===== src/hw/rtl/keyed_clock_system_register_block_assert.svh =====
// Assertion macros shared by the clock system register block RTL.
`ifndef KEYED_CLOCK_SYSTEM_REGISTER_BLOCK_ASSERT_SVH
`define KEYED_CLOCK_SYSTEM_REGISTER_BLOCK_ASSERT_SVH
`ifndef SYNTHESIS
`define KCS_ASSERT(lbl, prop, msg) \
  lbl: assert property (@(posedge clk) disable iff (!rst_n) prop) else $error(msg);
`define KCS_ASSERT_RST(lbl, prop, msg) \
  lbl: assert property (@(posedge clk) prop) else $error(msg);
`else
`define KCS_ASSERT(lbl, prop, msg)
`define KCS_ASSERT_RST(lbl, prop, msg)
`endif
`endif


===== src/hw/rtl/kcs_pkg.sv =====
// Package with the types, codes and frequency tables of the clock system register block.
package kcs_pkg;

  localparam int NUM_REGS = 7;
  localparam int FREQ_W   = 25;

  typedef logic [15:0]       ctrl_word_t;
  typedef logic [FREQ_W-1:0] hz_t;

  localparam logic OP_READ  = 1'b0;
  localparam logic OP_WRITE = 1'b1;

  localparam logic [2:0] REG_KEY  = 3'd0;
  localparam logic [2:0] REG_DCO  = 3'd1;
  localparam logic [2:0] REG_SEL  = 3'd2;
  localparam logic [2:0] REG_DIV  = 3'd3;
  localparam logic [2:0] REG_CTL4 = 3'd4;
  localparam logic [2:0] REG_NONE = 3'd7;

  localparam logic [7:0] KEY_HI    = 8'hA5;
  localparam logic [7:0] LOCKED_HI = 8'h96;

  localparam logic [2:0] SRC_LFXT  = 3'd0;
  localparam logic [2:0] SRC_VLO   = 3'd1;
  localparam logic [2:0] SRC_LFMOD = 3'd2;
  localparam logic [2:0] SRC_MOD   = 3'd4;

  localparam hz_t VLO_HZ   = 25'd10000;
  localparam hz_t LFXT_HZ  = 25'd32768;
  localparam hz_t LFMOD_HZ = 25'd39062;
  localparam hz_t MOD_HZ   = 25'd5000000;

  localparam hz_t DCO_RST_HZ  = 25'd8000000;
  localparam hz_t MAIN_RST_HZ = 25'd1000000;
  localparam hz_t SUB_RST_HZ  = 25'd1000000;
  localparam hz_t AUX_RST_HZ  = 25'd10000;

  localparam ctrl_word_t CTRL_RST [NUM_REGS] = '{
    16'h9600, 16'h000C, 16'h0033, 16'h0033, 16'hCDC9, 16'h00C5, 16'h0000
  };

  typedef struct packed {
    ctrl_word_t dco_ctl;
    ctrl_word_t sel_ctl;
    ctrl_word_t div_ctl;
    logic       lf_vlo;
  } kcs_clk_cfg_t;

  typedef struct packed {
    hz_t dco;
    hz_t main;
    hz_t sub;
    hz_t aux;
  } kcs_freqs_t;

  function automatic hz_t dco_low_hz(input logic [2:0] idx);
    case (idx)
      3'd0: dco_low_hz = 25'd1000000;
      3'd1: dco_low_hz = 25'd2670000;
      3'd2: dco_low_hz = 25'd3500000;
      3'd3: dco_low_hz = 25'd4000000;
      3'd4: dco_low_hz = 25'd5330000;
      3'd5: dco_low_hz = 25'd7000000;
      default: dco_low_hz = 25'd8000000;
    endcase
  endfunction

  function automatic hz_t dco_high_hz(input logic [2:0] idx);
    case (idx)
      3'd0: dco_high_hz = 25'd1000000;
      3'd1: dco_high_hz = 25'd5330000;
      3'd2: dco_high_hz = 25'd7000000;
      3'd3: dco_high_hz = 25'd8000000;
      3'd4: dco_high_hz = 25'd16000000;
      3'd5: dco_high_hz = 25'd21000000;
      default: dco_high_hz = 25'd24000000;
    endcase
  endfunction

endpackage


===== src/hw/rtl/kcs_freq.sv =====
// Frequency calculation for the DCO and the main, sub and auxiliary clocks.
module kcs_freq
  import kcs_pkg::*;
(
  input  kcs_clk_cfg_t cfg,
  output kcs_freqs_t   freqs
);

  hz_t dco_hz;

  function automatic hz_t src_hz(input logic [2:0] sel, input hz_t dco, input logic lf_vlo);
    case (sel)
      SRC_LFXT:  src_hz = lf_vlo ? VLO_HZ : LFXT_HZ;
      SRC_VLO:   src_hz = VLO_HZ;
      SRC_LFMOD: src_hz = LFMOD_HZ;
      SRC_MOD:   src_hz = MOD_HZ;
      default:   src_hz = dco;
    endcase
  endfunction

  always_comb begin
    dco_hz = cfg.dco_ctl[6] ? dco_high_hz(cfg.dco_ctl[3:1]) : dco_low_hz(cfg.dco_ctl[3:1]);
    freqs.dco  = dco_hz;
    freqs.main = src_hz(cfg.sel_ctl[2:0], dco_hz, cfg.lf_vlo) >> cfg.div_ctl[2:0];
    freqs.sub  = src_hz(cfg.sel_ctl[6:4], dco_hz, cfg.lf_vlo) >> cfg.div_ctl[6:4];
    freqs.aux  = src_hz(cfg.sel_ctl[10:8], dco_hz, cfg.lf_vlo) >> cfg.div_ctl[10:8];
  end

endmodule


===== src/hw/rtl/keyed_clock_system_register_block.sv =====
// Top level of the keyed clock system register block.
//
//   port group | dir | transfer when          | payload
//   in_*       | in  | in_valid && !in_stall  | op, reg_offset, is_word, write_data
//   out_*      | out | out_valid && !out_stall| read_data and DCO, main, sub, aux frequencies
//
// Each access's result is registered at the edge that takes it; unless stalled, a new
// access can be taken every cycle. The register file, lock flag and frequencies update
// at that same edge. Input stalls only while a held result is itself stalled.
// Synchronous active-low reset restores the register defaults and locks the block.
module keyed_clock_system_register_block
  import kcs_pkg::*;
(
  input  logic        clk,
  input  logic        rst_n,
  input  logic        in_valid,
  output logic        in_stall,
  input  logic        in_op,
  input  logic [3:0]  in_reg_offset,
  input  logic        in_is_word,
  input  logic [15:0] in_write_data,
  output logic        out_valid,
  input  logic        out_stall,
  output logic [15:0] out_read_data,
  output logic [24:0] out_dco_hz,
  output logic [24:0] out_main_clock_hz,
  output logic [24:0] out_sub_clock_hz,
  output logic [24:0] out_aux_clock_hz
);

`include "keyed_clock_system_register_block_assert.svh"

  ctrl_word_t   ctrl_r [NUM_REGS];
  ctrl_word_t   ctrl_nxt [NUM_REGS];
  logic         unlocked_r, unlocked_nxt;
  kcs_freqs_t   freq_r, freq_nxt;
  logic         out_valid_r, out_valid_nxt;
  ctrl_word_t   rd_r, rd_nxt;
  kcs_freqs_t   ofreq_r;

  logic         in_fire;
  logic [2:0]   idx;
  ctrl_word_t   old_word;
  ctrl_word_t   merged;
  logic         wr_en;
  logic         recompute;
  logic         key_wr;
  logic         key_set;
  logic         key_match;
  logic         locked_wr;
  kcs_clk_cfg_t clk_cfg;
  kcs_freqs_t   calc_freqs;

  assign in_stall = out_valid_r && out_stall;
  assign in_fire  = in_valid && !in_stall;
  assign idx      = in_reg_offset[3:1];

  assign key_wr    = in_fire && (in_op == OP_WRITE) && (idx == REG_KEY);
  assign key_set   = key_wr && (in_is_word || in_reg_offset[0]);
  assign key_match = in_is_word ? (in_write_data[15:8] == KEY_HI)
                                : (in_write_data[7:0] == KEY_HI);
  assign locked_wr = in_fire && (in_op == OP_WRITE) && (idx != REG_KEY) && !unlocked_r;

  always_comb begin
    old_word = (idx == REG_NONE) ? 16'h0000 : ctrl_r[idx];
    if (in_is_word) begin
      merged = in_write_data;
    end else if (in_reg_offset[0]) begin
      merged = {in_write_data[7:0], old_word[7:0]};
    end else begin
      merged = {old_word[15:8], in_write_data[7:0]};
    end
    wr_en = in_fire && (in_op == OP_WRITE) && (idx != REG_NONE)
            && ((idx == REG_KEY) || unlocked_r);
    recompute = wr_en && ((idx == REG_DCO) || (idx == REG_SEL) || (idx == REG_DIV));
  end

  always_comb begin
    for (int i = 0; i < NUM_REGS; i++) begin
      ctrl_nxt[i] = ctrl_r[i];
    end
    if (wr_en) begin
      ctrl_nxt[idx] = merged;
    end
    unlocked_nxt = key_set ? key_match : unlocked_r;
  end

  always_comb begin
    clk_cfg.dco_ctl = ctrl_nxt[REG_DCO];
    clk_cfg.sel_ctl = ctrl_nxt[REG_SEL];
    clk_cfg.div_ctl = ctrl_nxt[REG_DIV];
    clk_cfg.lf_vlo  = ctrl_r[REG_CTL4][0];
  end

  kcs_freq u_freq (
    .cfg   (clk_cfg),
    .freqs (calc_freqs)
  );

  assign freq_nxt = recompute ? calc_freqs : freq_r;

  always_comb begin
    rd_nxt = 16'h0000;
    if (in_op == OP_READ) begin
      if (idx == REG_KEY) begin
        rd_nxt = {(unlocked_r ? KEY_HI : LOCKED_HI), ctrl_r[REG_KEY][7:0]};
      end else begin
        rd_nxt = old_word;
      end
    end
    out_valid_nxt = in_fire || (out_valid_r && out_stall);
  end

  always_ff @(posedge clk) begin
    if (!rst_n) begin
      for (int i = 0; i < NUM_REGS; i++) begin
        ctrl_r[i] <= CTRL_RST[i];
      end
      unlocked_r  <= 1'b0;
      freq_r      <= '{dco: DCO_RST_HZ, main: MAIN_RST_HZ, sub: SUB_RST_HZ, aux: AUX_RST_HZ};
      out_valid_r <= 1'b0;
    end else begin
      for (int i = 0; i < NUM_REGS; i++) begin
        ctrl_r[i] <= ctrl_nxt[i];
      end
      unlocked_r  <= unlocked_nxt;
      freq_r      <= freq_nxt;
      out_valid_r <= out_valid_nxt;
    end
  end

  always_ff @(posedge clk) begin
    if (in_fire) begin
      rd_r    <= rd_nxt;
      ofreq_r <= freq_nxt;
    end
  end

  assign out_valid         = out_valid_r;
  assign out_read_data     = rd_r;
  assign out_dco_hz        = ofreq_r.dco;
  assign out_main_clock_hz = ofreq_r.main;
  assign out_sub_clock_hz  = ofreq_r.sub;
  assign out_aux_clock_hz  = ofreq_r.aux;

  `KCS_ASSERT_RST(a_reset_locks, !rst_n |=> !unlocked_r && !out_valid_r, "reset did not lock")
  `KCS_ASSERT(a_fire_gives_result, in_fire |=> out_valid_r, "accepted access gave no result")
  `KCS_ASSERT(a_locked_no_recompute, locked_wr |=> $stable(freq_r), "locked write retuned")
  `KCS_ASSERT(a_key_unlocks, key_set && key_match |=> unlocked_r, "key write did not unlock")

endmodule

===== config.mk =====
export PLATFORM = sky130hd
export DESIGN_NAME = keyed_clock_system_register_block
export DESIGN_NICKNAME = d
export VERILOG_FILES = /design/src/hw/rtl/kcs_pkg.sv /design/src/hw/rtl/kcs_freq.sv /design/src/hw/rtl/keyed_clock_system_register_block.sv
export VERILOG_INCLUDE_DIRS = /design/src /design/src/hw/rtl
export SDC_FILE = /design/constraint.sdc
export NUM_CORES = 1
export LEC_CHECK = 0
export CAP_MARGIN = 15
export CORE_MARGIN = 2
export CORE_UTILIZATION = 55
export CTS_CLUSTER_DIAMETER = 60
export CTS_CLUSTER_SIZE = 10
export DETAILED_ROUTE_END_ITERATION = 10
export DONT_BUFFER_PORTS = 1
export PLACE_DENSITY = 0.7
export SLEW_MARGIN = 20
export SYNTH_ARGS = -nofsm -noshare
export SYNTH_HDL_FRONTEND = slang
export SYNTH_SLANG_ARGS = --single-unit

===== constraint.sdc =====
create_clock -name clk -period 6.5 [get_ports clk]
set_input_delay 0.325 -clock clk [delete_from_list [all_inputs] [get_ports clk]]
set_output_delay 0.325 -clock clk [all_outputs]
set_load 0.02 [all_outputs]

# Word level (Yosys, flattened, before mapping)
# Memories as Yosys holds them, arrays and structs flattened.
# Cells that the tools add are included.
[op_classes]
reduce_logical = 20
addsub = 0
bitwise_logic = 8
shift = 3
n_eq_ne = 21
n_div = 0
n_mux = 27
magnitude_cmp = 2
n_mul = 0
[op_table]
columns = ["op", "n"]
rows = [
  ["25-bit case mux with 4 select lines", 3],
  ["16-bit two-way mux", 13],
  ["25-bit case mux with 6 select lines", 1],
  ["23-bit case mux with 6 select lines", 1],
  ["112-bit bitwise mux", 1],
  ["112-bit two-way mux", 1],
  ["100-bit two-way mux", 1],
  ["25-bit by 3-bit >> shifter with 25-bit output", 3],
  ["16-bit demux with 3-bit select", 1],
  ["25-bit two-way mux", 1],
  ["3-bit by 2-bit equality test with 1-bit output (second input constant)", 7],
  ["3-bit equality test (second input constant)", 6],
  ["8-bit equality test (second input constant)", 2],
  ["3-bit by 1-bit equality test with 1-bit output (second input constant)", 5],
  ["3-bit logical NOT", 5],
  ["1-bit logical AND", 9],
  ["1-bit OR", 7],
  ["6-bit two-way mux", 1],
  ["1-bit logical OR", 5],
  ["4-bit greater-or-equal comparator (second input constant)", 1],
  ["4-bit by 1-bit less-than comparator with 1-bit output (second input constant)", 1],
  ["3-bit NOT with 4-bit output", 1],
  ["1-bit two-way mux", 3],
  ["3-bit != test (second input constant)", 1],
  ["1-bit logical NOT", 1],
]
[totals]
romBits = 0
ramBits = 112
reg_bits = 218
n_memories = 1
in_bits = 26
out_inout_bits = 118
latch_bits = 0
wordCells = 93
[mem_list]
columns = ["name", "depth", "width", "read_ports", "rd_clocked_by_memory_dff", "write_ports", "line_no", "source"]
rows = [
  ["ctrl_r", 7, 16, 8, 0, 7, "keyed_clock_system_register_block.sv:33", "ctrl_word_t ctrl_r [NUM_REGS];"],
]

# Depth between registers and ports, before layout
# Gate-level depths: netlist of the first run.
[depth]
depth_word = 13
mapped_depth = 18
depth_no_buf = 11

# Cells and area by module
# A second synthesis of the first run with hierarchy kept.
[unflattened]
hier_cells = 1825
area_unflattened_um2 = 17814.6
[modules_own_cells]
columns = ["mod", "seq_area_each_um2", "instances", "area_each_um2", "cells_each"]
rows = [
  ["keyed_clock_system_register_block", 7767.4, 1, 13514.2, 1137],
  ["kcs_freq", 0.0, 1, 4300.4, 688],
]

# Worst setup path before layout of the first run
# Ideal clock, no wire load.
[synth_path]
path_kind = "register to register"
startpoint = "register out_valid_r, in the netlist out_valid"
endpoint = "register ofreq_r, in the netlist out_main_clock_hz[1], data pin"
required_ps = 6232
path_buffers = 2
setup_time_ps = 268
synth_period_minus_slack_ps = 6049
stages_incl_launch_ff = 14
arrival_ps = 5781
slack_ps = 451
path_cell_list = "dfxtp_1 -> a21bo_2 -> buf_6 -> clkinv_1 -> nand3_2 -> mux2_2 -> a211o_1 -> buf_2 -> a32oi_1 -> nand2_1 -> o311ai_0 -> a21oi_1 -> o311ai_0 -> nand2_1"
[synth_lines]
columns = ["element", "line_no", "source"]
rows = [
  ["from (decl)", "keyed_clock_system_register_block.sv:37", "logic out_valid_r, out_valid_nxt;"],
  ["from (signal assigned)", "keyed_clock_system_register_block.sv:128", "out_valid_r <= out_valid_nxt;"],
  ["to (signal assigned)", "keyed_clock_system_register_block.sv:135", "ofreq_r <= freq_nxt;"],
  ["to (decl)", "keyed_clock_system_register_block.sv:39", "kcs_freqs_t ofreq_r;"],
]

==> impl_results.rst, run 1 <==
.. list-table::
   :header-rows: 1

   * - Metric
     - Value
   * - Number of antenna-violating nets in the routed design
     - 0
   * - Crit path DAT
     - 5.23 ns
   * - Power density over the cells
     - 244 mW/mm^2
   * - Port buffer count
     - 0
   * - Number of optimization iterations in the first detailed-route pass
     - 10
   * - Cell row count
     - 64
   * - Via total after detailed routing
     - 15100
   * - Number of gates resized after cts
     - 0
   * - Final count of negative-setup-slack endpoints
     - 0
   * - Share of the yosys chip area belonging to registers
     - 45.4%
   * - Height of the chip
     - 180 um
   * - Violation count after the first detailed-route iteration
     - 2006
   * - Antenna violations before repair
     - 0
   * - Post-DR vias/cell
     - 6.80
   * - Number of maximum-capacitance constraint violations
     - 0
   * - Total leakage power
     - 6.54 nW
   * - Cell types occupying the most area after synthesis
     - dfxtp_1 25%, edfxtp_1 20%, nand2_1 4.9%
   * - Endpoint type of the worst setup path
     - flop
   * - Most frequent cells after synthesis
     - 225 x nand2_1, 214 x dfxtp_1, 202 x nor2_1
   * - Mapped Nets
     - 1904
   * - Number of instances in the synthesized netlist
     - 1878
   * - Pin slew with the least headroom to its limit
     - 1.09 ns
   * - Initial standard-cell utilization of the core
     - 55.9%
   * - Post-detail-place hpwl
     - 36700 um
   * - Clk Tree Root Cell
     - clkbuf_16
   * - Max Transition Viols Final
     - 0
   * - Total wire length
     - 54300 um
   * - Clock tree from TritonCTS
     - built
   * - Mean post-synth cell area
     - 9.11 um^2
   * - Buffer levels on the longest clock path
     - 3
   * - Number of cell instances on the worst register-to-register path
     - 10
   * - Share of the clock period used by the worst path
     - 76.3%
   * - Fraction of synthesized cell area taken by the top area cell type
     - 25.0%
   * - Worst R2R Setup Slack
     - 1.54 ns
   * - Nets@finish
     - 1823
   * - Synthesized cell area
     - 0.0171 mm^2
   * - Crit-path max FO
     - 18
   * - EDFF count, synth
     - 116
   * - Clock network power share
     - 47.2%
   * - Worst Setup Path Type
     - reg2reg
   * - Hold path endpoint
     - out_read_data[11]$_SDFFCE_PP0N_
   * - Synth-to-Final Area Change
     - 7.71%
   * - Wire length of the first global-routing pass
     - 84100 um
   * - Count of yosys warnings during synthesis
     - 0
   * - Sw frac
     - 22.7%
   * - Setup tns final
     - 0 ns
   * - Worst r2r dst
     - out_sub_clock_hz[17]$_DFFE_PN_
   * - Final critical path time including I/O delays and setup
     - 4.96 ns
   * - Launch point of the worst hold path
     - in_op
   * - Number of design rule violations left after detail routing
     - 0
   * - Die Area
     - 0.0325 mm^2
   * - Fill cell count
     - 2627
   * - Proportion of power drawn by combinational gates
     - 3.6%
   * - Result of the run
     - finished clean
   * - Reg2Reg Launch Point
     - out_valid$_SDFF_PN0_
   * - Headroom to the max-slew limit
     - 27.4%
   * - Min-Delay Path Depth
     - 1
   * - Global-route usage over all layers
     - 32.5%
   * - Largest incremental delay on the critical path
     - 0.99 ns
   * - Floorplan Core Area
     - 0.0306 mm^2
   * - Maximum number of pins on one net before global-route repair
     - 106
   * - FMAX
     - 202 MHz
   * - Buf/Inv on CP
     - 1
   * - Cell type with the largest total area after synthesis
     - dfxtp_1
   * - Remaining global-route overflow
     - 0
   * - Vias in the first global route
     - 14100
   * - Total count of hold-check failures in the final report
     - 0
   * - Switching power
     - 1.02 mW
   * - Clk sink count
     - 330
   * - Cell with the most instances after synthesis
     - nand2_1
   * - Slowest stage cell, crit path
     - a21oi_1
   * - Total power draw
     - 4.50 mW
   * - Total cell area at the placement stage
     - 0.0171 mm^2
   * - Internal Power
     - 3.48 mW
   * - Inserted Clock Buffers
     - 42
   * - Design Area, Final
     - 0.0184 mm^2
   * - Relative contribution of sequential cells to total power
     - 49.3%
   * - Worst-case vdd ir drop
     - 0.174 mV
   * - Synthesized flop and latch total
     - 330
   * - Fraction of layout cells with a size suffix above 1
     - 9.81%
   * - Maximum level of the CTS H-tree
     - 2
   * - Type of element launching the critical path
     - flop
   * - Setup Skew
     - 0.0143 ns
   * - Insertion delay of the later-clocked pin in the worst-skew pair
     - 0.53 ns
   * - CTS clock-pin slew for the worst setup and hold paths
     - 0.06 ns
   * - Unrepaired setup endpoints after global routing
     - no
   * - Placer congestion estimate
     - 0.992
   * - Count of antenna diodes in the layout
     - 0
   * - Class of the tightest hold or removal check
     - in2reg
   * - Horizontal die dimension
     - 180 um
   * - Largest delay contributor family on the critical path
     - compound AO/OA/AOI/OAI gates
   * - Number of ports placed on the die boundary
     - 144
   * - CP cell instances
     - a21bo_2, nor3_4, mux2i_2, nand2_1, a21oi_1, o22ai_1, a31oi_1, o32ai_1, a222oi_1, inv_1
   * - Average routed wire per standard cell
     - 24.5 um
   * - Most used flip-flop cell after synthesis
     - dfxtp_1
   * - Fraction of synthesis flops using an asynchronous set or reset pin
     - 0%
   * - Number of distinct library cells after synthesis
     - 108
   * - Worst endpoint required time
     - 6.77 ns
-- kinds of logic (layout without fill, tap and decap cells) --
family                   Yosys count  after routing  share of synthesized area (%)
buffers and inverters            176            123                           4.67
multiplexers                      80             80                           5.25
adder cells (fa/ha/maj)            6              6                          0.402
XOR/XNOR                           6              6                          0.307
flip-flops                       330            330                           45.4
AND/OR/NAND/NOR                  681            681                           18.5
AO/OA/AOI/OAI                    599            599                           25.4
-- how the worst max path moves through the flow --
stage	start	endpoint	slack, ns	depth (start not counted)
2_1_floorplan	out_valid$_SDFF_PN0_	out_main_clock_hz[1]$_DFFE_PN_	0.45	13
3_3_place_gp	out_valid$_SDFF_PN0_	freq_r[32]$_SDFF_PN0_	1.75	10
3_5_place_dp	out_valid$_SDFF_PN0_	out_sub_clock_hz[9]$_DFFE_PN_	1.71	10
4_1_cts	out_valid$_SDFF_PN0_	freq_r[31]$_SDFF_PN1_	1.69	10
5_1_grt	out_valid$_SDFF_PN0_	out_sub_clock_hz[17]$_DFFE_PN_	1.35	10
6_report	out_valid$_SDFF_PN0_	out_sub_clock_hz[17]$_DFFE_PN_	1.54	10
-- per-layer routing --
layer,global-route usage (%),wire length [um],up-vias
li1,-,-,6893
met1,46.6,23700,7290
met2,49.4,23800,803
met3,6.61,5080,127
met4,10.7,1730,0
met5,0,0,-
-- cells in the final DEF, fill, tap and decap left out, drive strengths merged, types with 20 or more instances in the layout --
master and instances:
nor2 204, clkbuf 67, o211ai 46, inv 22
nand3 59, and2 61, dfxtp 214, nor3 48
a22oi 20, o31ai 20, edfxtp 116, o21ai 107
nand2 228, a211oi 89, o221ai 24, buf 31
a31oi 38, a21oi 90, mux2i 60
-- metrics by stage --
step                instances  utilization (%)  setup slack (ns)  hold slack [ns]
CTS                      2221             60.2              1.69          0.00626
global placement         2146             56.0              1.75            0.405
detailed placement       2146             56.0              1.71            0.401
finish                   2221             60.2              1.54           0.0280
global route             2221             60.2              1.35           0.0145
floorplan                1878                -             0.451            0.433
-- power groups by stage --
stage | sequential (mW) | combinational [mW] | clock [mW]
2_1_floorplan | 2.26 | 0.126 | 0
3_3_place_gp | 2.26 | 0.141 | 0
3_5_place_dp | 2.26 | 0.143 | 0
4_1_cts | 2.22 | 0.158 | 2.15
5_1_grt | 2.22 | 0.170 | 2.25
6_report | 2.22 | 0.160 | 2.12
-- what timing repair did --
| action | CTS | global route |
|---|---|---|
| hold buffers | 3 | 0 |
| endpoints found under the hold margin | 118 | 0 |
| buffers inserted | 0 | 0 |
-- layout make-up --
cell class,count,area [um^2],share of cell area [%]
tap,396,495,2.69
inverter,18,71.3,0.387
sequential,330,7770,42.2
multi-input combinational,1372,8560,46.5
clock inverter,5,43.8,0.238
clock buffer,67,1210,6.55
timing repair buffer,33,273,1.48
No activity file was read; power rests on OpenSTA's default activity.
==> run 2: changes to the inputs <==
==> constraint.sdc (replaced) <==
create_clock -name clk -period 4.61 [get_ports clk]
set_input_delay 0.2305 -clock clk [delete_from_list [all_inputs] [get_ports clk]]
set_output_delay 0.2305 -clock clk [all_outputs]
set_load 0.02 [all_outputs]
==> impl_results.rst, run 2 (synthesis gave the netlist of run 1 again) <==
.. list-table::
   :header-rows: 1

   * - Metric
     - Value
   * - Crit-path max FO
     - 8
   * - Cell count after placement
     - 2184
   * - Post-detail-place hpwl
     - 39600 um
   * - Class of the tightest hold or removal check
     - in2reg
   * - Horizontal die dimension
     - 180 um
   * - Result of the run
     - finished clean
   * - Clk sink count
     - 330
   * - Worst-case vdd ir drop
     - 0.492 mV
   * - Antenna violations before repair
     - 0
   * - Unrepaired setup endpoints after global routing
     - no
   * - Min-Delay Path Depth
     - 2
   * - Maximum number of pins on one net before global-route repair
     - 107
   * - Total count of hold-check failures in the final report
     - 0
   * - Synth-to-Final Area Change
     - 10.2%
   * - Placer congestion estimate
     - 0.942
   * - Crit path DAT
     - 4.61 ns
   * - Worst endpoint required time
     - 4.85 ns
   * - Endpoint type of the worst setup path
     - flop
   * - Number of antenna-violating nets in the routed design
     - 0
   * - Reg2Reg Launch Point
     - out_valid$_SDFF_PN0_
   * - Number of design rule violations left after detail routing
     - 0
   * - Worst r2r dst
     - out_aux_clock_hz[10]$_DFFE_PN_
   * - Fraction of layout cells with a size suffix above 1
     - 11.7%
   * - Nets@finish
     - 1861
   * - Insertion delay of the later-clocked pin in the worst-skew pair
     - 0.53 ns
   * - Count of hold buffers inserted by post-cts repair
     - 3
   * - Violation count after the first detailed-route iteration
     - 1795
   * - Floorplan Core Area
     - 0.0306 mm^2
   * - Slowest stage cell, crit path
     - a22oi_1
   * - Total leakage power
     - 6.79 nW
   * - Wire length of the first global-routing pass
     - 87600 um
   * - Height of the chip
     - 180 um
   * - Worst R2R Setup Slack
     - 0.24 ns
   * - Inserted Clock Buffers
     - 42
   * - Pin slew with the least headroom to its limit
     - 1.13 ns
   * - Number of gates resized after cts
     - 0
   * - Total wire length
     - 57000 um
   * - Die Area
     - 0.0325 mm^2
   * - Cell row count
     - 64
   * - Final count of negative-setup-slack endpoints
     - 0
   * - Post-route insts no fill
     - 2260
   * - Setup Skew
     - 0.0187 ns
   * - Post-CTS Setup Inserts
     - 0
   * - Worst Setup Path Type
     - reg2reg
   * - Number of cell instances on the worst register-to-register path
     - 11
   * - Commonest non-fill, non-tap cell in the layout
     - nand2_1
   * - Type of element launching the critical path
     - flop
   * - Maximum level of the CTS H-tree
     - 2
   * - Final critical path time including I/O delays and setup
     - 4.37 ns
   * - Average routed wire per standard cell
     - 25.2 um
   * - Post-DR vias/cell
     - 6.74
   * - Number of maximum-capacitance constraint violations
     - 0
   * - Count of antenna diodes in the layout
     - 0
   * - Setup tns final
     - 0 ns
   * - Number of optimization iterations in the first detailed-route pass
     - 8
   * - Global-route usage over all layers
     - 34.2%
   * - Commonest cells after routing, fill and taps aside
     - 225 x nand2_1, 214 x dfxtp_1, 202 x nor2_1
   * - CP startpoint
     - out_valid$_SDFF_PN0_
   * - Initial standard-cell utilization of the core
     - 55.9%
   * - Buffer levels on the longest clock path
     - 3
   * - Max Transition Viols Final
     - 0
   * - Hold path endpoint
     - out_read_data[12]$_SDFFCE_PP0N_
   * - CP cell instances
     - a21bo_2, nor3_4, buf_4, mux2_2, o211a_1, a22oi_1, o21ai_1, o21a_1, a2bb2oi_1, mux2_2, o21ai_0
   * - Power density over the cells
     - 352 mW/mm^2
   * - Largest incremental delay on the critical path
     - 0.81 ns
   * - Launch point of the worst hold path
     - in_reg_offset[3]
   * - Dominant cell type by count on the critical path
     - mux2_2
   * - CTS clock-pin slew for the worst setup and hold paths
     - 0.06 ns
   * - FMAX
     - 229 MHz
   * - Remaining global-route overflow
     - 0
   * - Number of ports placed on the die boundary
     - 144
   * - Headroom to the max-slew limit
     - 24.4%
   * - Clock tree from TritonCTS
     - built
   * - Vias in the first global route
     - 14300
   * - Via total after detailed routing
     - 15200
   * - Port buffer count
     - 0
   * - Share of the clock period used by the worst path
     - 94.8%
   * - Clk Tree Root Cell
     - clkbuf_16
[run 2: changes by cell type in the layout (fill, tap and decap cells not counted), moves of 3 or more]
cell       before  now
bufinv_16       0    4
inv_6           5    2
buf_4          30   67
clkbuf_8        4    1
clkbuf_16      43   46
[run 2: critical path, delay by kind of cell (launching register included)]
family,cells,cell delay (ns)
AO/OA/AOI/OAI,7,2.56
buffers and inverters,1,0.21
flip-flops,1,0.38
multiplexers,2,0.68
AND/OR/NAND/NOR,1,0.27
[run 2: worst max path at each step]
stage | end
after floorplan | out_main_clock_hz[1]$_DFFE_PN_
after global placement | out_aux_clock_hz[10]$_DFFE_PN_
after detailed placement | out_aux_clock_hz[10]$_DFFE_PN_
after CTS | out_aux_clock_hz[10]$_DFFE_PN_
after global routing | freq_r[27]$_SDFF_PN0_
final | out_aux_clock_hz[10]$_DFFE_PN_
[run 2: cell type report]
class / instances / area (um^2)
clock buffers: 66 / 1240
clock inverters: 7 / 143
fillers: 2604 / 11700
inverters: 18 / 71.3
multi-input cells: 1372 / 8570
flip-flops and latches: 330 / 7770
well taps: 396 / 495
repair buffers: 71 / 571
[run 2: power by group]
group / internal [mW] / switching (mW) / total, mW
logic: 0.0594 / 0.173 / 0.232
registers: 3.06 / 0.0683 / 3.13
clock network: 2.06 / 1.22 / 3.28
[run 2: metrics by stage]
stage	total power, mW	worst slack (ns)	cell area (um^2)	hold slack [ns]	util [%]
6_report	6.64	0.240	18900	0.0469	61.6
5_1_grt	6.82	0.173	18900	0.0502	61.6
4_1_cts	6.67	0.378	18900	0.0319	61.6
3_5_place_dp	3.40	0.374	17400	0.310	57.0
3_3_place_gp	3.39	0.392	17400	0.310	57.0
2_1_floorplan	3.36	0.105	17100	0.355	-
[run 2: metal layers]
metal / share of wire (%) / wire length (um) / global-route usage [%] / vias to the layer above
li1: - / - / - / 6978
met1: 44 / 25100 / 49.8 / 7378
met2: 44 / 25300 / 52.0 / 771
met3: 8.6 / 4900 / 5.92 / 103
met4: 2.9 / 1670 / 10.4 / 0
met5: 0 / 0 / 0 / -
